===== src/rtl/core/plbb_pkg.sv =====
`timescale 1ns / 1ps
`default_nettype none
// ----------------------------------------------------------------------------
// plbb_pkg: shared types and constants for the palette label box block
// Word layouts, queue entry, box entry and back end state codes.
// ----------------------------------------------------------------------------
package plbb_pkg;

  localparam int LABELS     = 64;
  localparam int COORD_BITS = 10;
  localparam int SLOT_W     = 6;
  localparam int RGB_W      = 24;
  localparam int ALPHA_W    = 8;
  localparam int CNT_W      = 7;
  localparam int USED_W     = $clog2(LABELS + 1);
  localparam int LBL_W      = $clog2(LABELS);
  localparam int QDEPTH     = 4;
  localparam int QPTR_W     = $clog2(QDEPTH);
  localparam int PADDR_W    = 3;
  localparam int PDATA_W    = 32;

  localparam logic [ALPHA_W-1:0] ALPHA_FULL       = 8'hff;
  localparam logic [CNT_W-1:0]   ENTRY_COUNT_RST  = CNT_W'(LABELS);
  localparam logic               REG_ENTRY_COUNT  = 1'b0;
  localparam logic               CMD_LOAD         = 1'b0;
  localparam logic               CMD_PIXEL        = 1'b1;

  typedef struct packed {
    logic                  cmd;
    logic [SLOT_W-1:0]     slot;
    logic [RGB_W-1:0]      color;
    logic [ALPHA_W-1:0]    alpha;
    logic [COORD_BITS-1:0] pos_x;
    logic [COORD_BITS-1:0] pos_y;
    logic                  frame_end;
  } pix_in_t;

  typedef struct packed {
    logic [SLOT_W-1:0]     label;
    logic                  seen;
    logic [COORD_BITS-1:0] left;
    logic [COORD_BITS-1:0] top;
    logic [COORD_BITS-1:0] right;
    logic [COORD_BITS-1:0] bottom;
    logic                  bad_color;
    logic                  final_res;
  } box_out_t;

  // classified pixel passed from front to back
  typedef struct packed {
    logic                  hit;
    logic [LBL_W-1:0]      slot;
    logic                  full;
    logic [COORD_BITS-1:0] x;
    logic [COORD_BITS-1:0] y;
    logic                  last;
  } pix_op_t;

  typedef struct packed {
    logic [COORD_BITS-1:0] min_x;
    logic [COORD_BITS-1:0] min_y;
    logic [COORD_BITS-1:0] max_x;
    logic [COORD_BITS-1:0] max_y;
  } box_ent_t;

  localparam int BOX_W = $bits(box_ent_t);

  typedef enum logic [2:0] {
    S_IDLE,
    S_EVAL,
    S_UPD,
    S_ERR,
    S_LAST,
    S_DUMP
  } back_state_t;

endpackage
`default_nettype wire


===== src/rtl/core/plbb_front.sv =====
`timescale 1ns / 1ps
`default_nettype none
// ----------------------------------------------------------------------------
// plbb_front: palette store and pixel classifier
// Takes load and pixel words, matches pixel colours against the palette.
// ----------------------------------------------------------------------------
module plbb_front (
  input  wire logic              clk,
  input  wire logic              rst,
  input  wire logic              accept,
  input  wire plbb_pkg::pix_in_t pix,
  output logic                   push,
  output plbb_pkg::pix_op_t      op
);
  import plbb_pkg::*;

  logic [RGB_W-1:0] pal_rgb [LABELS];
  logic [LABELS-1:0] pal_valid;
  logic [LABELS-1:0] match;
  logic              hit;
  logic [LBL_W-1:0]  hit_slot;

  always_ff @(posedge clk) begin
    if (rst) begin
      pal_valid <= '0;
    end else if (accept && pix.cmd == CMD_LOAD) begin
      pal_valid[pix.slot[LBL_W-1:0]] <= 1'b1;
    end
  end

  always_ff @(posedge clk) begin
    if (accept && pix.cmd == CMD_LOAD) begin
      pal_rgb[pix.slot[LBL_W-1:0]] <= pix.color;
    end
  end

  // highest matching slot wins
  always_comb begin
    hit      = 1'b0;
    hit_slot = '0;
    for (int i = 0; i < LABELS; i++) begin
      match[i] = pal_valid[i] && (pal_rgb[i] == pix.color);
      if (match[i]) begin
        hit      = 1'b1;
        hit_slot = LBL_W'(i);
      end
    end
  end

  assign push    = accept && (pix.cmd == CMD_PIXEL);
  assign op.hit  = hit;
  assign op.slot = hit_slot;
  assign op.full = (pix.alpha == ALPHA_FULL);
  assign op.x    = pix.pos_x;
  assign op.y    = pix.pos_y;
  assign op.last = pix.frame_end;

endmodule
`default_nettype wire


===== config.mk =====
export PLATFORM = sky130hd
export DESIGN_NAME = plbb_front
export DESIGN_NICKNAME = d
export VERILOG_FILES = /design/src/rtl/core/plbb_pkg.sv /design/src/rtl/core/plbb_front.sv
export SDC_FILE = /design/constraint.sdc
export NUM_CORES = 2
export LEC_CHECK = 0
export ABC_CLOCK_PERIOD_IN_PS = 7500
export BUFFER_PORTS_ARGS = -buffer_cell sky130_fd_sc_hd__buf_2
export CAP_MARGIN = 20
export CELL_PAD_IN_SITES_DETAIL_PLACEMENT = 1
export CELL_PAD_IN_SITES_GLOBAL_PLACEMENT = 2
export CORE_ASPECT_RATIO = 0.5
export CORE_MARGIN = 2
export CORE_UTILIZATION = 51
export CTS_CLUSTER_SIZE = 12
export DETAILED_ROUTE_END_ITERATION = 10
export GPL_TIMING_DRIVEN = 0
export HOLD_SLACK_MARGIN = 0.15
export PLACE_DENSITY = 0.93
export SYNTH_ARGS = -nofsm -noshare
export SYNTH_HDL_FRONTEND = slang
export SYNTH_SLANG_ARGS = --single-unit

===== constraint.sdc =====
create_clock -name clk -period 7.5 [get_ports clk]
set_input_delay 0.75 -clock clk [delete_from_list [all_inputs] [get_ports clk]]
set_output_delay 0.75 -clock clk [all_outputs]
set_load 0.01 [all_outputs]

==> results by stage <==
Power:
- The reported leakage power is 24.8 nW.
- After layout, the design draws a total of 0.0187 W.
- Power spread over the standard cell area amounts to 244 nW/um2.
- The worst voltage drop across the vdd grid is 202 uV.

Clock tree:
- Clock-pin slew was measured on the worst setup and hold paths at 60 ps.
- The buffer depth of the longest clock path is 3.
- CTS built an H-tree with a depth of 4.
- The clock network latency to the later pin of the worst-skew pair is 810 ps.
- After clock tree synthesis, the flow added hold-fix buffers numbering 0.
- The total number of clock tree sinks is 1600.
- The TritonCTS clock tree is yes.
- In this run the clock root is driven by a sky130_fd_sc_hd__clkbuf_16.
- The number of buffers inserted during clock tree synthesis is 153.

Synthesis:
- In this run, synthesis inferred 1536 flip-flops with an integrated enable.
- In this run, distinct cell masters in the synthesized netlist total 52.
- The average instance in the mapped netlist occupies 15.8 um2.
- The gate count of the mapped netlist is 4252.
- The post-synthesis sequential area ratio is 70.6%.
- The total of flip-flops plus latches after synthesis is 1600.
- Counting every net in the synthesized netlist gives 4315.
- The async set or reset register ratio after synthesis is 0%.
- During synthesis, Yosys emitted a total of 0 warnings.
- The post-synthesis instance area is 67100 um2.
- The most used flip-flop cell after synthesis is sky130_fd_sc_hd__edfxtp_1.

Timing:
- Setup repair after global routing left no endpoint under its margin.
- In the finished design, the share of the clock period the worst path needs comes to 101%.
- Between clock sinks in the finished design, the worst skew comes to 0 ps.
- Subtracting the final worst setup slack from the clock period gives 7570 ps.
- The number of max-slew violations in the final report is 0.
- Timing would allow up to 132 MHz.
- The worst pin sits at a relative slew slack of 16.3%.
- The final hold violation count is 0.
- For the pin with the worst max-slew slack, the measured transition is 1250 ps.
- Setup violations remaining at the end of the flow were counted as 1.
- Setup slack on the critical path of the routed design comes to -66.2 ps.
- The final hold slack is 417 ps.

Placement:
- The worst setup slack after placement is -539 ps.
- The placer's final routability congestion estimate is 0.879.
- The detailed placer's ending HPWL is 146000 um.
- The count of port buffers added during placement is 67.

GRT:
- The overall global routing resource usage is 37.1%.
- The initial antenna violation count came to 22.
- Global routing consumed, on the met2 layer, 57.9% of the routing resources.
- The number of global-route vias before repair is 43900.
- The overflow left after global routing is 0.
- The global-route wire length before repair is 342000 um.
- After global routing, the most crowded layer is met2.
- Global routing consumed, on the met3 layer, 8.51% of the routing resources.
- The global-route track usage on met1 is 46.9%.
- Entering global routing, the biggest net connects 45 pins.

Routing:
- Dividing the detail-routed wire length by the instance count gives 38.8 um.
- The number of remaining DRC errors is 0.
- The total number of vias is 42700.
- The remaining antenna violation count after routing is 0.
- The violation count after the first detailed-route iteration is 8257.
- The ratio of routed vias to standard cells is 6.59.
- The final layout contains routed wiring with a total length of 251000 um.
- The first detailed-routing pass ran for 7 iterations.

Layout:
- Cells with a size suffix above 1 make up 13.2% of the layout.
- At the end of the flow, the number of nets in the layout was 4637.
- The filler cells instantiated in the layout total 11900.
- The layout overhead on the synthesized area is 13.8%.
- The utilization after layout is 58.3%.

Floorplanning:
- The row count is 94.
- The width of the chip is 517 um.
- The region available for standard cell placement spans 131000 um2.
- The initial utilization of the core area, before any placement, comes to 51.2%.
- The die is 261 um tall.
- The overall die area is 135000 um2.
- During I/O placement, the number of pins put on the boundary was 93.

Setup path:
- STA puts the critical path data arrival time at 6820 ps.
- The critical path startpoint category is a primary input.
- The critical path capture point type is an output port.
- For the worst setup path, the data required time is 6750 ps.
- Among all stages on the critical path, the largest delay is contributed by sky130_fd_sc_hd__buf_4.
- By startpoint and endpoint, the worst setup path is classified as in2out.
- Along the worst path, the maximum fanout reaches 39.
- The delay contributed by the slowest stage of the critical path is 670 ps.
- Walking the worst path, the cells encountered are buf_4, buf_12, buf_2, clkbuf_4, clkbuf_4, xor2_1, nor3_1, nand4_1, nand2_1, nor4_2, nor4b_2, nand3_1, or2_2, buf_4, buf_2.

Status:
- The final reports fail on setup timing.
- The flow ran to the end, but the final reports show violations.

Worst hold path:
- The type of the tightest min-delay check is in2reg.

Flow run:
- Across the run, the number of max-cap violations was 0.
==> area by class of cell <==
| cell class | count | area (um2) | area share, % |
|---|---|---|---|
| Sequential cell | 1600 | 47400 | 62.0 |
| Tap cell | 1776 | 2220 | 2.91 |
| Buffer | 203 | 1270 | 1.67 |
| Timing Repair Buffer | 167 | 2360 | 3.09 |
| Clock inverter | 15 | 196 | 0.257 |
| Antenna cell | 6 | 15.0 | 0.0196 |
| Multi-Input combinational cell | 2436 | 18600 | 24.3 |
| Inverter | 13 | 48.8 | 0.0638 |
| Clock buffer | 260 | 4310 | 5.64 |
==> through the flow <==
stage | std cells | TNS, ps | instance area, um2
2_1_floorplan | 4252 | 0 | 67100
3_3_place_gp | 6095 | -4650 | 69700
3_5_place_dp | 6194 | -725 | 71900
4_1_cts | 6469 | 0 | 76400
5_1_grt | 6470 | 0 | 76400
6_report | 6476 | -66.2 | 76400
==> cell families after synthesis <==
group	Yosys count	synth area share [%]
buffers and inverters	216	1.96
DFF	1600	70.6
and+or+nand+nor	839	6.71
xor gates and xnor gates	1536	20.1
AOI/OAI and AO/OA	61	0.667
==> Yosys cell counts (3+ instances only) <==
| cell type | n | area share (%) |
|---|---|---|
| sky130_fd_sc_hd__a21oi_1 | 10 | 0.075 |
| sky130_fd_sc_hd__and2_1 | 3 | 0.028 |
| sky130_fd_sc_hd__buf_2 | 93 | 0.69 |
| sky130_fd_sc_hd__buf_4 | 90 | 1.0 |
| sky130_fd_sc_hd__buf_6 | 7 | 0.12 |
| sky130_fd_sc_hd__clkbuf_1 | 12 | 0.067 |
| sky130_fd_sc_hd__dfxtp_1 | 64 | 1.9 |
| sky130_fd_sc_hd__edfxtp_1 | 1536 | 69 |
| sky130_fd_sc_hd__inv_1 | 13 | 0.073 |
| sky130_fd_sc_hd__nand2_1 | 43 | 0.24 |
| sky130_fd_sc_hd__nand3_1 | 73 | 0.54 |
| sky130_fd_sc_hd__nand3b_1 | 3 | 0.034 |
| sky130_fd_sc_hd__nand4_1 | 214 | 2.0 |
| sky130_fd_sc_hd__nor2_1 | 173 | 0.97 |
| sky130_fd_sc_hd__nor2b_1 | 5 | 0.047 |
| sky130_fd_sc_hd__nor3_1 | 120 | 0.89 |
| sky130_fd_sc_hd__nor4_1 | 191 | 1.8 |
| sky130_fd_sc_hd__o211ai_1 | 3 | 0.034 |
| sky130_fd_sc_hd__o21ai_0 | 12 | 0.089 |
| sky130_fd_sc_hd__o21ba_2 | 14 | 0.21 |
| sky130_fd_sc_hd__xnor2_1 | 633 | 8.3 |
| sky130_fd_sc_hd__xor2_1 | 901 | 12 |
==> sequential cells by signal, indices dropped and copies added, names as in the netlist <==
| signal | cells |
|---|---|
| pal_rgb | 1536 |
| pal_valid | 64 |
==> routing by layer <==
| layer | vias up | wire (um) | part of all wire, % |
|---|---|---|---|
| li1 | 16100 | - | - |
| met1 | 21600 | 85600 | 34 |
| met2 | 3986 | 114000 | 45 |
| met3 | 973 | 33200 | 13 |
| met4 | 6 | 18400 | 7.3 |
| met5 | - | 41 | 0.016 |
==> cell usage in the layout (no fill, tap or decap), types with 3 or more instances in the layout <==
| cell type | instances |
|---|---|
| sky130_fd_sc_hd__inv_16 | 4 |
| sky130_fd_sc_hd__o211ai_1 | 3 |
| sky130_fd_sc_hd__edfxtp_1 | 1536 |
| sky130_fd_sc_hd__buf_2 | 134 |
| sky130_fd_sc_hd__nand4_1 | 214 |
| sky130_fd_sc_hd__buf_8 | 55 |
| sky130_fd_sc_hd__diode_2 | 6 |
| sky130_fd_sc_hd__nor2_1 | 109 |
| sky130_fd_sc_hd__inv_1 | 13 |
| sky130_fd_sc_hd__nand3_1 | 73 |
| sky130_fd_sc_hd__inv_6 | 7 |
| sky130_fd_sc_hd__buf_4 | 114 |
| sky130_fd_sc_hd__nor2b_1 | 5 |
| sky130_fd_sc_hd__o21ba_2 | 14 |
| sky130_fd_sc_hd__clkbuf_1 | 113 |
| sky130_fd_sc_hd__buf_16 | 37 |
| sky130_fd_sc_hd__clkbuf_16 | 155 |
| sky130_fd_sc_hd__nand2_1 | 43 |
| sky130_fd_sc_hd__buf_6 | 11 |
| sky130_fd_sc_hd__a21oi_1 | 10 |
| sky130_fd_sc_hd__dfxtp_1 | 64 |
| sky130_fd_sc_hd__buf_12 | 4 |
| sky130_fd_sc_hd__nor4_1 | 189 |
| sky130_fd_sc_hd__xor2_1 | 901 |
| sky130_fd_sc_hd__o21ai_0 | 12 |
| sky130_fd_sc_hd__clkbuf_8 | 4 |
| sky130_fd_sc_hd__xnor2_1 | 633 |
| sky130_fd_sc_hd__and2_1 | 3 |
| sky130_fd_sc_hd__nor3_1 | 120 |
| sky130_fd_sc_hd__nand3b_1 | 3 |
| sky130_fd_sc_hd__nor2_2 | 64 |
==> power by group <==
group	internal [W]	leakage (nW)	total, W	switching [W]
combinational	0.000358	8.36	0.00138	0.00102
clock	0.00393	2.15	0.00745	0.00352
sequential	0.00982	14.3	0.00983	0.0000165
==> final timing paths <==
| path | startpoint | endpoint | slack [ps] | cells after the start |
|---|---|---|---|---|
| setup / recovery | pix[36] | op[28] | -70 | 15 |
| hold / removal | rst | pal_valid[31]$_SDFFE_PP0P_ | 420 | 2 |
| setup reg to reg | pal_valid[38]$_SDFFE_PP0P_ | pal_valid[38]$_SDFFE_PP0P_ | 6810 | 2 |
| hold reg to reg | pal_valid[3]$_SDFFE_PP0P_ | pal_valid[3]$_SDFFE_PP0P_ | 470 | 2 |
==> worst max-delay path: cells and delay by family <==
family                    cells  cell delay (ps)
xor gates and xnor gates      1              220
buffers and inverters         7             2820
and+or+nand+nor               7             2900
==> timing repair <==
item                       4_1_cts  5_1_grt
setup endpoints to repair        2        1
setup buffers                    0        0
gates resized for setup          2        2
gates cloned                     0        0
Note: power is estimated with default switching activity, not from simulation.
