==> src/rtl/core/plbb_pkg.sv <==
`timescale 1ns / 1ps
`default_nettype none
// ----------------------------------------------------------------------------
// plbb_pkg: shared types and constants for the palette label box block
// Word layouts, queue entry, box entry and back end state codes.
// ----------------------------------------------------------------------------
package plbb_pkg;

  localparam int LABELS     = 64;
  localparam int COORD_BITS = 10;
  localparam int SLOT_W     = 6;
  localparam int RGB_W      = 24;
  localparam int ALPHA_W    = 8;
  localparam int CNT_W      = 7;
  localparam int USED_W     = $clog2(LABELS + 1);
  localparam int LBL_W      = $clog2(LABELS);
  localparam int QDEPTH     = 4;
  localparam int QPTR_W     = $clog2(QDEPTH);
  localparam int PADDR_W    = 3;
  localparam int PDATA_W    = 32;

  localparam logic [ALPHA_W-1:0] ALPHA_FULL       = 8'hff;
  localparam logic [CNT_W-1:0]   ENTRY_COUNT_RST  = CNT_W'(LABELS);
  localparam logic               REG_ENTRY_COUNT  = 1'b0;
  localparam logic               CMD_LOAD         = 1'b0;
  localparam logic               CMD_PIXEL        = 1'b1;

  typedef struct packed {
    logic                  cmd;
    logic [SLOT_W-1:0]     slot;
    logic [RGB_W-1:0]      color;
    logic [ALPHA_W-1:0]    alpha;
    logic [COORD_BITS-1:0] pos_x;
    logic [COORD_BITS-1:0] pos_y;
    logic                  frame_end;
  } pix_in_t;

  typedef struct packed {
    logic [SLOT_W-1:0]     label;
    logic                  seen;
    logic [COORD_BITS-1:0] left;
    logic [COORD_BITS-1:0] top;
    logic [COORD_BITS-1:0] right;
    logic [COORD_BITS-1:0] bottom;
    logic                  bad_color;
    logic                  final_res;
  } box_out_t;

  // classified pixel passed from front to back
  typedef struct packed {
    logic                  hit;
    logic [LBL_W-1:0]      slot;
    logic                  full;
    logic [COORD_BITS-1:0] x;
    logic [COORD_BITS-1:0] y;
    logic                  last;
  } pix_op_t;

  typedef struct packed {
    logic [COORD_BITS-1:0] min_x;
    logic [COORD_BITS-1:0] min_y;
    logic [COORD_BITS-1:0] max_x;
    logic [COORD_BITS-1:0] max_y;
  } box_ent_t;

  localparam int BOX_W = $bits(box_ent_t);

  typedef enum logic [2:0] {
    S_IDLE,
    S_EVAL,
    S_UPD,
    S_ERR,
    S_LAST,
    S_DUMP
  } back_state_t;

endpackage
`default_nettype wire

==> src/rtl/core/plbb_fifo.sv <==
`timescale 1ns / 1ps
`default_nettype none
// ----------------------------------------------------------------------------
// plbb_fifo: short queue of classified pixels
// Decouples the classifier from the box update sequencer.
// ----------------------------------------------------------------------------
module plbb_fifo (
  input  wire logic              clk,
  input  wire logic              rst,
  input  wire logic              push,
  input  wire plbb_pkg::pix_op_t wdata,
  input  wire logic              pop,
  output plbb_pkg::pix_op_t      rdata,
  output logic                   empty,
  output logic                   full
);
  import plbb_pkg::*;

  pix_op_t           slots [QDEPTH];
  logic [QPTR_W-1:0] wptr;
  logic [QPTR_W-1:0] rptr;
  logic [QPTR_W:0]   count;

  assign empty = (count == '0);
  assign full  = (count == (QPTR_W + 1)'(QDEPTH));
  assign rdata = slots[rptr];

  always_ff @(posedge clk) begin
    if (rst) begin
      wptr  <= '0;
      rptr  <= '0;
      count <= '0;
    end else begin
      if (push) begin
        wptr <= wptr + 1'b1;
      end
      if (pop) begin
        rptr <= rptr + 1'b1;
      end
      if (push && !pop) begin
        count <= count + 1'b1;
      end else if (pop && !push) begin
        count <= count - 1'b1;
      end
    end
  end

  always_ff @(posedge clk) begin
    if (push) begin
      slots[wptr] <= wdata;
    end
  end

endmodule
`default_nettype wire

==> config.mk <==
export PLATFORM = sky130hd
export DESIGN_NAME = plbb_fifo
export DESIGN_NICKNAME = d
export VERILOG_FILES = /design/src/rtl/core/plbb_pkg.sv /design/src/rtl/core/plbb_fifo.sv
export SDC_FILE = /design/constraint.sdc
export NUM_CORES = 1
export LEC_CHECK = 0
export BUFFER_PORTS_ARGS = -buffer_cell sky130_fd_sc_hd__buf_2
export CORE_ASPECT_RATIO = 1.25
export CORE_MARGIN = 8
export CORE_UTILIZATION = 35
export DETAILED_ROUTE_END_ITERATION = 8
export GPL_TIMING_DRIVEN = 1
export PLACE_DENSITY = 0.65
export SYNTH_ARGS = -nofsm -noshare
export SYNTH_HDL_FRONTEND = slang
export SYNTH_SLANG_ARGS = --single-unit
==> constraint.sdc <==
create_clock -name clk -period 1.75 [get_ports clk]
set_input_delay 0.35 -clock clk [delete_from_list [all_inputs] [get_ports clk]]
set_output_delay 0.35 -clock clk [all_outputs]
set_load 0.005 [all_outputs]
==> results of run 1 <==
-- timing repair --
item	in CTS	in global routing
resized for setup	4	1
cloned	0	1
endpoints found under the setup margin	29	29
hold endpoints to repair	0	0
-- cells in the final DEF, fill, tap and decap left out, types with 2 or more instances in the layout --
cell type / synthesis / layout
inv_1: 4 / 4
buf_2: 2 / 63
ha_1: 5 / 5
nor2_1: 7 / 7
and2_2: 0 / 4
clkinvlp_4: 0 / 2
xor2_1: 3 / 3
edfxtp_1: 116 / 116
mux2i_1: 2 / 2
clkinv_1: 0 / 2
inv_6: 0 / 5
buf_4: 1 / 3
clkbuf_16: 0 / 18
dfxtp_1: 9 / 7
bufinv_16: 0 / 3
mux4_2: 28 / 29
clkinv_4: 0 / 2
buf_12: 1 / 5
xnor2_1: 2 / 2
-- final cells by class --
type,count,area [um^2]
clock inverters,15,185.2
inverters,4,15.01
well taps,171,214.0
flip-flops and latches,125,3669
clock buffers,17,425.4
repair buffers,74,489.2
fillers,1156,7169
multi-input cells,59,888.4
-- worst reg2reg max path: cells and delay by family, from the launching register on --
family        cells  cell delay, ns
simple gates      1            0.71
fa+ha+maj         1            0.13
flops             1            0.34
buf+inv           1            0.08
-- worst paths after layout --
| path | slack, ns | start | depth (start not counted) | end |
|---|---|---|---|---|
| worst max-delay path | -0.23 | register | 3 | rdata[18] |
| worst min-delay path | 0.17 | wdata[19] | 1 | slots[0][19] |
| worst max register to register | 0.11 | wptr[1] | 3 | slots[0][7] |
| worst min register to register | 0.50 | count[2] | 2 | count[2] |
-- power breakdown --
part           internal, mW  total (mW)  switching [mW]
Combinational         0.348       0.650           0.302
Sequential             3.43        3.49          0.0613
Clock                  2.26        3.55            1.29
-- cells by family after synthesis --
kind of cell | Yosys count | share of synthesized area, %
and+or+nand+nor | 15 | 1.597
buffers and inverters | 11 | 1.543
AOI/OAI and AO/OA | 2 | 0.2164
adders and majority gates | 6 | 1.787
xor gates and xnor gates | 5 | 0.9477
DFF | 125 | 79.26
muxes | 31 | 14.65
-- registers in the layout, summed over array words and instances (netlist names), named ones only --
name   count
rptr       2
slots    116
wptr       2
count      3
-- through the flow --
step / total power, mW / hold slack, ns
floorplan: 3.896 / 0.4489
global placement: 4.187 / 0.4784
detailed placement: 4.207 / 0.5004
CTS: 7.789 / 0.1419
global route: 7.990 / 0.1468
finish: 7.693 / 0.1656
-- routing by layer --
metal  up-vias  wire length [um]  global-route usage, %
li1        977                 -                      -
met5         -                26                      0
met2        56              4484                  18.06
met3        11               566                  4.922
met1      1096              3336                  10.57
met4         4                83                  4.603
==> metrics.md, run 1 <==
| Metric | Value |
|---|---|
| Status | finished, violations left |
| Failing checks | negative setup slack |
| CTS tree | done |
| PortBufs | 63 |
| Cell taking the most area after synthesis | edfxtp_1 |
| CTS clock-pin slew for the worst setup and hold paths | 0.06 ns |
| Async SR Flop Fraction | 0% |
| Via count | 2144 |
| Post-CTS setup buffers | 0 |
| First-pass GRT wire length | 13100 um |
| Worst skew pair latency | 0.40 ns |
| Num rows | 47 |
| Worst Path Required | 1.40 ns |
| 1st-iter DRT viols | 86 |
| Setup ws final | -0.2315 ns |
| Layout area overhead | 27.34% |
| Nets | 320 |
| Synth top cells by count | edfxtp_1, mux4_2, dfxtp_1 |
| Max-slew violation count | 0 |
| Core Box Area | 13060 um^2 |
| Share of cells above drive strength 1 | 47.28% |
| Synth top area cells | edfxtp_1, mux4_2, dfxtp_1 |
| Unrepaired setup endpoints after global routing | true |
| Buf+Inv Stages, Crit Path | 2 |
| Mapped Area | 4622 um^2 |
| WS Path Type | reg2out |
| #FFs+latches synth | 125 |
| DP Cell Count | 432 |
| Synth Net Count | 234 |
| Count leader, synth | edfxtp_1 |
| Syn Area/Cell | 23.70 um^2 |
| Final non-filler cell total | 465 |
| EDFF count, synth | 116 |
| Die Y | 144.5 um |
| Full die area | 17160 um^2 |
| Aggregate global routing overflow | 0 |
| DRT Wirelength | 8498 um |
| Clock H-tree levels | 4 |
| Clock Root Buffer | clkbuf_16 |
| Routed vias/inst | 4.611 |
| Final instance area | 5886 um^2 |
| Final-report hold violation count | 0 |
| Top_reg_cell synth | edfxtp_1 |
| Largest net degree at the start of global routing | 30 |
| Worst-Margin Slew | 0.8573 ns |
| Clock sink count | 125 |
| Slowest-stage cell, CP | mux4_2 |
| Final core utilization | 45.08% |
| Longest Clk Path Bufs | 2 |
| Initial DRT Pass Iterations | 4 |
| Total CTS buffers | 17 |
| Antenna violations before repair | 2 |
| Antenna cells | 0 |
| Final Critical Period | 1.982 ns |
| Max_slew headroom | 42.85% |
| # hold bufs at CTS | 0 |
| Vias in the first global route | 2401 |
| Total of max-cap violations | 0 |
| P_leak | 2.048 nW |
| GPL Wtd Cong | 0.6392 |
| Sum of negative setup slack | -6.036 ns |
| Synth top area share | 75.37% |
| Crit-path cells | buf_6 > mux4_2 > buf_2 |
| Pwr/cell area | 1307 nW/um^2 |
| Critical Path Source Type | register |
| IO Count | 64 |
| Final setup fails | 29 |
| Dpl hpwl | 5368 um |
| Fmax | 504.7 MHz |
| CP delay by family, top | multiplexers |
| Class of the worst hold path | in2reg |
| Yosys cell types | 23 |
| CP max stage delay | 0.52 ns |
| Worst EP arrival | 1.63 ns |
| Chip width | 118.8 um |
| Pre-CTS setup slack | -0.04253 ns |
| Worst setup EP type | output port |
| Post-Route Skew | 0.004101 ns |
| Antenna-violating nets left | 0 |
| GRT Resource Usage Total | 10.43% |
| Register area share after synthesis | 79.26% |
| Synth warn | 0 |
| Starting Density | 35.40% |
| Worst vdd ir | 0.5528 mV |
| Syn Inst Count | 195 |
| WL/cell | 18.28 um |
| Crit-path max FO | 6 |
| DR DRC count | 0 |
| Dpl cell area | 5240 um^2 |
| Tcrit/Tclk final | 113.2% |
(Power assumes the default switching activity.)
==> run 2, diff against run 1 <==
--- a/config.mk
+++ b/config.mk
@@ -10,7 +10,7 @@
 export CORE_MARGIN = 8
 export CORE_UTILIZATION = 35
 export DETAILED_ROUTE_END_ITERATION = 8
-export GPL_TIMING_DRIVEN = 1
+export GPL_TIMING_DRIVEN = 0
 export PLACE_DENSITY = 0.65
 export SYNTH_ARGS = -nofsm -noshare
 export SYNTH_HDL_FRONTEND = slang
==> metrics.md, run 2 (synthesis results as in run 1) <==
| Metric | Value |
|---|---|
| Num rows | 47 (unchanged) |
| Fmax | 494.4 MHz (-2.0%) |
| DRT Wirelength | 8470 um (-0.33%) |
| CTS tree | done |
| Antenna cells | 0 (unchanged) |
| Worst Path Required | 1.40 ns (about the same) |
| Worst vdd ir | 0.5297 mV (-4.2%) |
| Crit-path cells | buf_12 > clkbuf_16 > mux4_2 > buf_2 |
| WL/cell | 18.14 um (-0.76%) |
| Worst skew pair latency | 0.40 ns (about the same) |
| Biggest register | slots |
| Switching share of power | 19.60% (-1.9 points) |
| Total of max-cap violations | 0 (unchanged) |
| Crit-path max FO | 8 (+2) |
| Worst setup EP type | output port |
| Clock sink count | 125 (unchanged) |
| Buf+Inv Stages, Crit Path | 3 (+1) |
| GRT Resource Usage Total | 10.43% (about the same) |
| Worst EP arrival | 1.67 ns (+0.04 ns) |
| CP delay by family, top | multiplexers |
| Most frequent cells in the layout | edfxtp_1, buf_2, mux4_2 |
| Core Box Area | 13060 um^2 (unchanged) |
| Vias in the first global route | 2465 (+2.7%) |
| Post-Route Skew | 0.01234 ns (+0.008234 ns) |
| Final setup fails | 29 (unchanged) |
| Final core utilization | 45.22% (+0.13 points) |
| Largest net degree at the start of global routing | 30 (unchanged) |
| Via count | 2149 (+0.23%) |
| Nets | 322 (+0.63%) |
| Layout area overhead | 27.72% |
| Clock Power Share | 47.5% (+1.3 points) |
| Max_slew headroom | 43.04% (+0.20 points) |
| Most common cell after layout, fill and taps aside | edfxtp_1 |
| Internal power | 6.359 mW (+5.2%) |
| Dpl hpwl | 5067 um (-5.6%) |
| Starting Density | 35.40% (unchanged) |
| Initial DRT Pass Iterations | 4 (unchanged) |
| Aggregate global routing overflow | 0 (unchanged) |
| Max reg flops | 116 (unchanged) |
| P_leak | 2.069 nW (+0.99%) |
| Full die area | 17160 um^2 (unchanged) |
| Class of the worst hold path | in2reg |
| Tcrit/Tclk final | 115.6% (+2.4 points) |
| CP max stage delay | 0.49 ns (-0.03 ns) |
| Share of cells above drive strength 1 | 46.28% (-1.0 points) |
| PortBufs | 62 (-1.6%) |
| CTS clock-pin slew for the worst setup and hold paths | 0.05 ns (about the same) |
| Die Y | 144.5 um (unchanged) |
| Final Critical Period | 2.023 ns (+0.04133 ns) |
| Antenna-violating nets left | 0 (unchanged) |
| Sequential share of power | 44.0% (-1.4 points) |
| Clock Root Buffer | clkbuf_16 |
| Antenna violations before repair | 1 (-1) |
| DR DRC count | 0 (unchanged) |
| Pwr/cell area | 1340 nW/um^2 (+2.5%) |
| Failing checks | negative setup slack |
| Top flop regs | slots x116, count x3 |
| Slowest-stage cell, CP | mux4_2 |
| Chip width | 118.8 um (unchanged) |
| Longest Clk Path Bufs | 2 (unchanged) |
| Setup ws final | -0.2728 ns (-0.04133 ns) |
| WHS | 0.1609 ns (-0.004698 ns) |
| Total CTS buffers | 17 (unchanged) |
| First-pass GRT wire length | 13070 um (-0.21%) |
| Max-slew violation count | 0 (unchanged) |
| Final-report hold violation count | 0 (unchanged) |
| Combinational share of power | 8.5% (about the same) |
| Status | finished, violations left |
| 1st-iter DRT viols | 111 (+29%) |
| Clock H-tree levels | 4 (unchanged) |
| Worst-Margin Slew | 0.8544 ns (-0.002944 ns) |
| WS Path Type | reg2out |
| GPL Wtd Cong | 0.6406 (+0.22%) |
| Routed vias/inst | 4.602 (-0.20%) |
| Unrepaired setup endpoints after global routing | true |
| Critical Path Source Type | register |
| IO Count | 64 (unchanged) |
| Sw Pwr | 1.550 mW (-6.1%) |
run 2: cell count changes in the layout (fill, tap and decap cells not counted), sizes merged:
cell | previous run | this run
clkbuf | 18 | 25
inv | 10 | 4
bufinv | 3 | 5
clkinvlp | 2 | 1
run 2: what timing repair did:
action	in CTS	in global routing
endpoints found under the hold margin	0	0
hold buffers	0	0
endpoints found under the setup margin	29	108
resized for setup	7	8
cloned	0	1
buffers inserted	6	0
run 2: layer usage:
metal  routed length [um]  vias up  track usage (%)
met4                  102        2            4.803
met2                 4627       53            18.41
li1                     -      981                -
met1                 3301     1104            10.62
met5                   10        -                0
met3                  428        9            4.258
run 2: power groups by stage:
| stage | sequential [mW] | combinational (mW) | clock, mW |
|---|---|---|---|
| final | 3.48 | 0.674 | 3.75 |
| after CTS | 3.48 | 0.672 | 3.81 |
| after detailed placement | 3.54 | 0.639 | 0 |
| after global placement | 3.53 | 0.624 | 0 |
| after global routing | 3.49 | 0.746 | 3.95 |
| after floorplan | 3.53 | 0.369 | 0 |
run 2: area by class of cell:
class	instances	area [um^2]
Buffer	7	75.07
Clock buffer	22	454.2
Clock inverter	10	188.9
Fill cell	1149	7152
Inverter	4	15.01
Multi-Input combinational cell	59	892.1
Sequential cell	125	3667
Tap cell	171	214.0
Timing Repair Buffer	69	396.6
run 2: final timing paths:
path	start	slack [ns]	cells after the start	endpoint
setup / recovery	register	-0.27	4	rdata[7]
hold / removal	wdata[1]	0.16	1	slots[3][1]
setup reg to reg	wptr[0]	0.09	2	slots[3][8]
hold reg to reg	count[2]	0.52	2	count[2]
run 2: metrics by stage:
| step | TNS [ns] | area, um^2 | total power [mW] | cells | setup WS (ns) |
|---|---|---|---|---|---|
| 2_1_floorplan | 0 | 4622 | 3.896 | 195 | 0.09691 |
| 3_3_place_gp | -59.69 | 5146 | 4.159 | 428 | -0.5247 |
| 3_5_place_dp | -0.6390 | 5151 | 4.181 | 428 | -0.07735 |
| 4_1_cts | -8.003 | 5859 | 7.970 | 466 | -0.3210 |
| 5_1_grt | -8.828 | 5903 | 8.192 | 467 | -0.3347 |
| 6_report | -6.705 | 5903 | 7.909 | 467 | -0.2728 |
