<file path="config.mk">
export PLATFORM = sky130hd
export DESIGN_NAME = plbb_back
export DESIGN_NICKNAME = d
export VERILOG_FILES = /design/src/rtl/core/plbb_pkg.sv /design/src/rtl/core/plbb_ram.sv /design/src/rtl/core/plbb_back.sv
export SDC_FILE = /design/constraint.sdc
export NUM_CORES = 2
export LEC_CHECK = 0
export BUFFER_PORTS_ARGS = -buffer_cell sky130_fd_sc_hd__buf_2
export CAP_MARGIN = 25
export CORE_MARGIN = 5
export CORE_UTILIZATION = 25
export CTS_CLUSTER_SIZE = 25
export DETAILED_ROUTE_END_ITERATION = 8
export PLACE_DENSITY = 0.36
export SLEW_MARGIN = 20
export SYNTH_ARGS = -nofsm -noshare
export SYNTH_HDL_FRONTEND = slang
export SYNTH_SLANG_ARGS = --single-unit
</file>
<file path="constraint.sdc">
create_clock -name clk -period 13.8 [get_ports clk]
set_input_delay 1.38 -clock clk [delete_from_list [all_inputs] [get_ports clk]]
set_output_delay 1.38 -clock clk [all_outputs]
set_load 0.02 [all_outputs]
</file>
<file path="src/rtl/core/plbb_pkg.sv">
`timescale 1ns / 1ps
`default_nettype none
// ----------------------------------------------------------------------------
// plbb_pkg: shared types and constants for the palette label box block
// Word layouts, queue entry, box entry and back end state codes.
// ----------------------------------------------------------------------------
package plbb_pkg;

  localparam int LABELS     = 64;
  localparam int COORD_BITS = 10;
  localparam int SLOT_W     = 6;
  localparam int RGB_W      = 24;
  localparam int ALPHA_W    = 8;
  localparam int CNT_W      = 7;
  localparam int USED_W     = $clog2(LABELS + 1);
  localparam int LBL_W      = $clog2(LABELS);
  localparam int QDEPTH     = 4;
  localparam int QPTR_W     = $clog2(QDEPTH);
  localparam int PADDR_W    = 3;
  localparam int PDATA_W    = 32;

  localparam logic [ALPHA_W-1:0] ALPHA_FULL       = 8'hff;
  localparam logic [CNT_W-1:0]   ENTRY_COUNT_RST  = CNT_W'(LABELS);
  localparam logic               REG_ENTRY_COUNT  = 1'b0;
  localparam logic               CMD_LOAD         = 1'b0;
  localparam logic               CMD_PIXEL        = 1'b1;

  typedef struct packed {
    logic                  cmd;
    logic [SLOT_W-1:0]     slot;
    logic [RGB_W-1:0]      color;
    logic [ALPHA_W-1:0]    alpha;
    logic [COORD_BITS-1:0] pos_x;
    logic [COORD_BITS-1:0] pos_y;
    logic                  frame_end;
  } pix_in_t;

  typedef struct packed {
    logic [SLOT_W-1:0]     label;
    logic                  seen;
    logic [COORD_BITS-1:0] left;
    logic [COORD_BITS-1:0] top;
    logic [COORD_BITS-1:0] right;
    logic [COORD_BITS-1:0] bottom;
    logic                  bad_color;
    logic                  final_res;
  } box_out_t;

  // classified pixel passed from front to back
  typedef struct packed {
    logic                  hit;
    logic [LBL_W-1:0]      slot;
    logic                  full;
    logic [COORD_BITS-1:0] x;
    logic [COORD_BITS-1:0] y;
    logic                  last;
  } pix_op_t;

  typedef struct packed {
    logic [COORD_BITS-1:0] min_x;
    logic [COORD_BITS-1:0] min_y;
    logic [COORD_BITS-1:0] max_x;
    logic [COORD_BITS-1:0] max_y;
  } box_ent_t;

  localparam int BOX_W = $bits(box_ent_t);

  typedef enum logic [2:0] {
    S_IDLE,
    S_EVAL,
    S_UPD,
    S_ERR,
    S_LAST,
    S_DUMP
  } back_state_t;

endpackage
`default_nettype wire

</file>
<file path="src/rtl/core/plbb_ram.sv">
`timescale 1ns / 1ps
`default_nettype none
// ----------------------------------------------------------------------------
// plbb_ram: generic single write, single read RAM
// One write port and one read port, read data registered.
// ----------------------------------------------------------------------------
module plbb_ram #(
  parameter int WIDTH = 8,
  parameter int DEPTH = 16
) (
  input  wire logic                     clk,
  input  wire logic                     we,
  input  wire logic [$clog2(DEPTH)-1:0] waddr,
  input  wire logic [WIDTH-1:0]         wdata,
  input  wire logic [$clog2(DEPTH)-1:0] raddr,
  output logic      [WIDTH-1:0]         rdata
);

  logic [WIDTH-1:0] mem [DEPTH];

  always_ff @(posedge clk) begin
    if (we) begin
      mem[waddr] <= wdata;
    end
    rdata <= mem[raddr];
  end

endmodule
`default_nettype wire

</file>
<file path="src/rtl/core/plbb_back.sv">
`timescale 1ns / 1ps
`default_nettype none
// ----------------------------------------------------------------------------
// plbb_back: box update and dump sequencer
// Read-modify-write of the box RAM, error reporting and end of frame dump.
// ----------------------------------------------------------------------------
module plbb_back (
  input  wire logic                       clk,
  input  wire logic                       rst,
  input  wire logic [plbb_pkg::CNT_W-1:0] entry_count,
  input  wire logic                       q_empty,
  input  wire plbb_pkg::pix_op_t          q_data,
  output logic                            pop,
  output logic                            box_valid,
  input  wire logic                       box_stall,
  output plbb_pkg::box_out_t              box
);
  import plbb_pkg::*;

  back_state_t       state;
  back_state_t       state_next;
  pix_op_t           cur;
  logic              failed;
  logic [LABELS-1:0] seen;
  logic [LBL_W-1:0]  idx;
  logic [LBL_W-1:0]  idx_next;
  box_out_t          res_next;

  logic [USED_W-1:0] used;
  logic              out_free;
  logic              active;
  logic              err;
  logic              last_idx;
  logic              emit;
  logic              clr;
  logic              set_fail;
  logic              set_seen;
  logic              ram_we;
  logic [LBL_W-1:0]  raddr;
  logic [BOX_W-1:0]  rdata;
  box_ent_t          rd;
  box_ent_t          upd;

  plbb_ram #(
    .WIDTH(BOX_W),
    .DEPTH(LABELS)
  ) u_box_ram (
    .clk  (clk),
    .we   (ram_we),
    .waddr(cur.slot),
    .wdata(upd),
    .raddr(raddr),
    .rdata(rdata)
  );

  assign rd = rdata;

  always_comb begin
    if (entry_count > CNT_W'(LABELS)) begin
      used = USED_W'(LABELS);
    end else begin
      used = USED_W'(entry_count);
    end
  end

  assign out_free = !box_valid || !box_stall;
  assign active   = !failed && cur.full;
  assign err      = active && (!cur.hit || (USED_W'(cur.slot) >= used));
  assign last_idx = ((USED_W'(idx) + 1'b1) == used);

  // a slot not yet seen this frame starts from the pixel itself
  always_comb begin
    if (seen[cur.slot]) begin
      upd.min_x = (cur.x < rd.min_x) ? cur.x : rd.min_x;
      upd.min_y = (cur.y < rd.min_y) ? cur.y : rd.min_y;
      upd.max_x = (cur.x > rd.max_x) ? cur.x : rd.max_x;
      upd.max_y = (cur.y > rd.max_y) ? cur.y : rd.max_y;
    end else begin
      upd.min_x = cur.x;
      upd.min_y = cur.y;
      upd.max_x = cur.x;
      upd.max_y = cur.y;
    end
  end

  always_comb begin
    state_next = state;
    idx_next   = idx;
    raddr      = idx;
    pop        = 1'b0;
    emit       = 1'b0;
    clr        = 1'b0;
    set_fail   = 1'b0;
    set_seen   = 1'b0;
    ram_we     = 1'b0;
    res_next   = box;
    unique case (state)
      S_IDLE: begin
        if (!q_empty) begin
          pop        = 1'b1;
          state_next = S_EVAL;
        end
      end
      S_EVAL: begin
        raddr = cur.slot;
        if (err) begin
          set_fail   = 1'b1;
          state_next = S_ERR;
        end else if (active) begin
          state_next = S_UPD;
        end else if (cur.last) begin
          state_next = S_LAST;
        end else begin
          state_next = S_IDLE;
        end
      end
      S_UPD: begin
        ram_we     = 1'b1;
        set_seen   = 1'b1;
        state_next = cur.last ? S_LAST : S_IDLE;
      end
      S_ERR: begin
        if (out_free) begin
          emit               = 1'b1;
          res_next.label     = '0;
          res_next.seen      = 1'b0;
          res_next.left      = cur.x;
          res_next.top       = cur.y;
          res_next.right     = '0;
          res_next.bottom    = '0;
          res_next.bad_color = 1'b1;
          res_next.final_res = 1'b1;
          clr                = cur.last;
          state_next         = S_IDLE;
        end
      end
      S_LAST: begin
        raddr    = '0;
        idx_next = '0;
        if (failed || used == '0) begin
          clr        = 1'b1;
          state_next = S_IDLE;
        end else begin
          state_next = S_DUMP;
        end
      end
      S_DUMP: begin
        if (out_free) begin
          emit               = 1'b1;
          res_next.label     = SLOT_W'(idx);
          res_next.seen      = seen[idx];
          res_next.left      = seen[idx] ? rd.min_x : '0;
          res_next.top       = seen[idx] ? rd.min_y : '0;
          res_next.right     = seen[idx] ? rd.max_x : '0;
          res_next.bottom    = seen[idx] ? rd.max_y : '0;
          res_next.bad_color = 1'b0;
          res_next.final_res = last_idx;
          if (last_idx) begin
            clr        = 1'b1;
            state_next = S_IDLE;
          end else begin
            idx_next = idx + 1'b1;
            raddr    = idx + 1'b1;
          end
        end
      end
      default: begin
        state_next = S_IDLE;
      end
    endcase
  end

  always_ff @(posedge clk) begin
    if (rst) begin
      state     <= S_IDLE;
      failed    <= 1'b0;
      seen      <= '0;
      box_valid <= 1'b0;
      idx       <= '0;
    end else begin
      state <= state_next;
      idx   <= idx_next;
      if (emit) begin
        box_valid <= 1'b1;
      end else if (!box_stall) begin
        box_valid <= 1'b0;
      end
      if (clr) begin
        failed <= 1'b0;
        seen   <= '0;
      end else begin
        if (set_fail) begin
          failed <= 1'b1;
        end
        if (set_seen) begin
          seen[cur.slot] <= 1'b1;
        end
      end
    end
  end

  always_ff @(posedge clk) begin
    if (pop) begin
      cur <= q_data;
    end
    if (emit) begin
      box <= res_next;
    end
  end

endmodule
`default_nettype wire

</file>
==> impl_results.html <==
<table>
<tr><th>Metric</th><th>Value</th></tr>
<tr><th colspan="2">Drt</th></tr>
<tr><td>Via-per-instance ratio</td><td>4.88</td></tr>
<tr><td>Post-detailed-routing wire length</td><td>412,000 um</td></tr>
<tr><td>Number of design-rule violations left by the first detailed-router iteration</td><td>6,589</td></tr>
<tr><td>Initial DRT Pass Iterations</td><td>5</td></tr>
<tr><td>Overall via count from detail_route</td><td>64.9k</td></tr>
<tr><td>Post-DRT Antenna Nets</td><td>0</td></tr>
<tr><td>Wire per inst</td><td>31.0 um</td></tr>
<tr><td>Number of DRC violations after detailed routing</td><td>0</td></tr>
<tr><th colspan="2">Global routing</th></tr>
<tr><td>GRT Residual Overflow</td><td>0</td></tr>
<tr><td>Antenna violations before repair</td><td>44</td></tr>
<tr><td>Global-route wire length before repair</td><td>558,000 um</td></tr>
<tr><td>Number of global-route vias before repair</td><td>63.3k</td></tr>
<tr><td>Maximum number of pins on one net before global-route repair</td><td>132</td></tr>
<tr><td>Total global-route track usage</td><td>17.9%</td></tr>
<tr><th colspan="2">Placement</th></tr>
<tr><td>DP Area</td><td>117,000 um2</td></tr>
<tr><td># port buffers</td><td>90</td></tr>
<tr><td>Placed wire-length estimate after detailed placement</td><td>233,000 um</td></tr>
<tr><td>Routability Congestion</td><td>0.795</td></tr>
<tr><th colspan="2">Logic synthesis</th></tr>
<tr><td>Sequential share of the synthesized area</td><td>75.4%</td></tr>
<tr><td>Ys flop type</td><td>edfxtp_1</td></tr>
<tr><td>Synth top area cells</td><td>edfxtp_1 73%, nand2_1 5.3%, mux2i_1 3.7%</td></tr>
<tr><td>Top-area cell type share of the netlist area</td><td>73.2%</td></tr>
<tr><td>Area of the mapped netlist</td><td>108,000 um2</td></tr>
<tr><td>Post-synth net total</td><td>7,217</td></tr>
<tr><td>Gate count of the mapped netlist</td><td>7,132</td></tr>
<tr><td>Syn avg cell area</td><td>15.2 um2</td></tr>
<tr><td>Synth warnings</td><td>0</td></tr>
<tr><td>Number of enable-type register cells in the synthesized netlist</td><td>2,638</td></tr>
<tr><td>Count of state elements after synthesis</td><td>2,753</td></tr>
<tr><td>Cell type with the largest total area after synthesis</td><td>edfxtp_1</td></tr>
<tr><td>Number of distinct standard cells referenced by the synthesized netlist</td><td>74</td></tr>
<tr><td>Share of synthesized registers carrying an async set or reset</td><td>0%</td></tr>
<tr><th colspan="2">Floorplanning</th></tr>
<tr><td>Core Box Area</td><td>431,000 um2</td></tr>
<tr><td>Die Y</td><td>668 um</td></tr>
<tr><td>Starting Density</td><td>25.1%</td></tr>
<tr><td>I/O pin count</td><td>91</td></tr>
<tr><td>Die area</td><td>446,000 um2</td></tr>
<tr><td>Standard-cell rows</td><td>241</td></tr>
<tr><td>Horiz. Die Dim</td><td>668 um</td></tr>
<tr><th colspan="2">Power and ir drop</th></tr>
<tr><td>Combinational power share</td><td>13.9%</td></tr>
<tr><td>Power Total</td><td>0.0214 W</td></tr>
<tr><td>Cell internal pwr</td><td>0.0154 W</td></tr>
<tr><td>IR drop worst, VDD</td><td>0.104 mV</td></tr>
<tr><td>Portion of total power attributed to sequential cells</td><td>47.4%</td></tr>
<tr><td>Portion of total power attributed to the clock network</td><td>38.7%</td></tr>
<tr><td>Switching Power</td><td>0.00603 W</td></tr>
<tr><td>Power Density</td><td>169 nW/um2</td></tr>
<tr><td>Static leakage power</td><td>41.0 nW</td></tr>
<tr><td>Sw Ratio</td><td>28.1%</td></tr>
<tr><th colspan="2">Setup path</th></tr>
<tr><td>Dominant cell type by count on the critical path</td><td>buf_4</td></tr>
<tr><td>Biggest cell delay along the critical path</td><td>0.77 ns</td></tr>
<tr><td>Startpoint-to-endpoint class of the critical path</td><td>flop to flop</td></tr>
<tr><td>Critical path required time</td><td>14.58 ns</td></tr>
<tr><td>CP max-delay cell</td><td>buf_4</td></tr>
<tr><td>Worst Setup End Kind</td><td>flop</td></tr>
<tr><td>Sequence of cells on the critical path</td><td>buf_4 &gt; ha_1 &gt; nand3_1 &gt; xnor2_1 &gt; nor4b_1 &gt; mux2_4 &gt; o21a_4 &gt; mux2_8 &gt; buf_12 &gt; buf_4 &gt; buf_4 &gt; mux4_2 &gt; a22oi_1 &gt; nand2_1 &gt; o311a_1</td></tr>
<tr><td>Worst Path Max Fanout</td><td>83</td></tr>
<tr><td>Data arrival time at the worst-slack endpoint</td><td>8.00 ns</td></tr>
<tr><td>Startpoint type of the worst setup path</td><td>flop</td></tr>
<tr><th colspan="2">STA</th></tr>
<tr><td>Worst clock skew</td><td>0.0573 ns</td></tr>
<tr><td>Maximum achievable frequency</td><td>138 MHz</td></tr>
<tr><td>Headroom to the max-slew limit</td><td>23.4%</td></tr>
<tr><td>Minimum clock period after layout</td><td>7.22 ns</td></tr>
<tr><td>Worst Max-Slew Pin Slew</td><td>1.15 ns</td></tr>
<tr><td>Unrepaired setup endpoints after global routing</td><td>false</td></tr>
<tr><td>Final-report hold violation count</td><td>0</td></tr>
<tr><td>Ratio of final minimum period to clock period</td><td>52.3%</td></tr>
<tr><td>Final setup violation count</td><td>0</td></tr>
<tr><td>Fin Setup TNS</td><td>0 ns</td></tr>
<tr><td>Max-slew violations</td><td>0</td></tr>
<tr><th colspan="2">Finish</th></tr>
<tr><td>Net count of the finished layout</td><td>7,428</td></tr>
<tr><td>Filler instances</td><td>42.7k</td></tr>
<tr><td>Total non-filler cell area in the finished layout</td><td>127,000 um2</td></tr>
<tr><td>Total area of multi-input combinational cells</td><td>25,600 um2</td></tr>
<tr><td>Proportion of layout cells with a drive suffix above 1</td><td>14.4%</td></tr>
<tr><td>Synthesis-to-layout area growth</td><td>17.6%</td></tr>
<tr><td>Seq. cell area</td><td>81,500 um2</td></tr>
<tr><th colspan="2">Clocking</th></tr>
<tr><td>Worst-path clk slew</td><td>0.06 ns</td></tr>
<tr><td>Number of setup buffers added after CTS</td><td>0</td></tr>
<tr><td>TritonCTS clock tree</td><td>built</td></tr>
<tr><td>Clk_lat worst skew</td><td>0.95 ns</td></tr>
<tr><td>Number of hold buffers added after CTS</td><td>0</td></tr>
<tr><td>Number of gates given a new drive strength after cts</td><td>0</td></tr>
<tr><td># clock sinks</td><td>2,753</td></tr>
<tr><td>Max Buffers Root-to-Sink</td><td>4</td></tr>
<tr><td>Clock root buffer</td><td>clkbuf_16</td></tr>
<tr><td>H-tree lvl count</td><td>5</td></tr>
<tr><td>CTS Buf Count</td><td>318</td></tr>
<tr><th colspan="2">Status</th></tr>
<tr><td>Result of the run</td><td>finished clean</td></tr>
<tr><th colspan="2">Run</th></tr>
<tr><td>Number of violations of the max-capacitance limit</td><td>0</td></tr>
<tr><th colspan="2">Hold path</th></tr>
<tr><td>Class of the most critical hold timing path</td><td>flop to flop</td></tr>
</table>
## layout by cell type, fill, tap and decap left out, types with 90 or more instances in the layout
master / n
edfxtp_1: 2638
nand2_1: 1507
nand3_1: 436
mux2i_1: 403
clkbuf_16: 324
buf_4: 219
a21oi_1: 196
o22ai_1: 161
a31oi_1: 161
and3_1: 147
mux4_2: 145
dfxtp_1: 114
clkbuf_1: 98
buf_2: 90
## metal layers
layer  up-vias  routed length [um]  track usage, %  share of wire [%]
met2      1898              191000            28.8                 46
met1     34800              191000            25.9                 46
met5         -                  26               0             0.0063
met3       470               20900            2.27                5.1
li1      27700                   -               -                  -
met4         4                9850            4.03                2.4
## logic make-up (layout without fill, tap and decap cells)
family | count (synthesis) | after routing | share of synthesized area (%)
other cells | 0 | 13 | 0
compound gates | 925 | 925 | 5.66
simple gates | 2331 | 2331 | 9.23
buf+inv | 495 | 952 | 2.08
flops | 2753 | 2753 | 75.4
mux | 575 | 575 | 7.04
xor+xnor | 8 | 8 | 0.0914
fa+ha+maj | 45 | 45 | 0.521
## state kept, by name, indices dropped and copies added, names as in the netlist
name,count
box,49
u_box_ram.mem,2560
box_valid,1
seen,64
cur,29
u_box_ram.rdata,40
failed,1
idx,6
state,3
## power by group through the flow
stage                     clock, W  combinational, W  sequential [W]
final                      0.00830           0.00298          0.0102
after global placement           0           0.00295          0.0104
after CTS                  0.00853           0.00301          0.0102
after global routing       0.00888           0.00317          0.0102
after detailed placement         0           0.00301          0.0104
after floorplan                  0           0.00131          0.0102
## worst paths after layout
| kind | from | end | slack (ns) | cells after the start |
|---|---|---|---|---|
| max reg2reg | idx[0] | u_box_ram.rdata[11] | 6.58 | 15 |
| min reg2reg | seen[16] | seen[16] | 0.49 | 1 |
| min | seen[16] | seen[16] | 0.49 | 1 |
| max | idx[0] | u_box_ram.rdata[11] | 6.58 | 15 |
## worst max-delay path, delay by kind of cell, from the launching register on
| family | cells | cell delay [ns] |
|---|---|---|
| and+or+nand+nor | 3 | 1.00 |
| DFF | 1 | 0.31 |
| adders and majority gates | 1 | 0.43 |
| AOI/OAI and AO/OA | 3 | 0.98 |
| buffers and inverters | 4 | 2.32 |
| muxes | 3 | 1.48 |
| xor gates and xnor gates | 1 | 0.26 |
## synthesized netlist by cell type, types with 66 or more instances
cell	n
mux2i_1	404
nand3_1	436
clkbuf_1	206
and3_1	147
a21oi_1	199
dfxtp_1	115
o21ai_0	81
nand2_1	1518
edfxtp_1	2638
buf_2	153
o21a_1	66
nor2_1	111
a31oi_1	163
o22ai_1	165
mux4_2	145
## area by class of cell
class                      count  share of cell area [%]
timing repair buffer         334                    2.04
multi-input combinational   3884                    20.1
clock buffer                 442                    6.88
tap                         5710                    5.62
sequential                  2753                    64.1
antenna                       13                  0.0256
inverter                      52                   0.154
clock inverter               124                    1.02
## metrics by stage
stage	worst slack, ns	util (%)	std cells	hold slack, ns
floorplan	7.71	-	7132	0.452
global placement	6.02	27.1	12700	0.472
detailed placement	6.16	27.1	12700	0.474
CTS	6.45	29.5	13300	0.487
global route	6.23	29.5	13300	0.505
finish	6.58	29.5	13300	0.492
(Power assumes the default switching activity.)
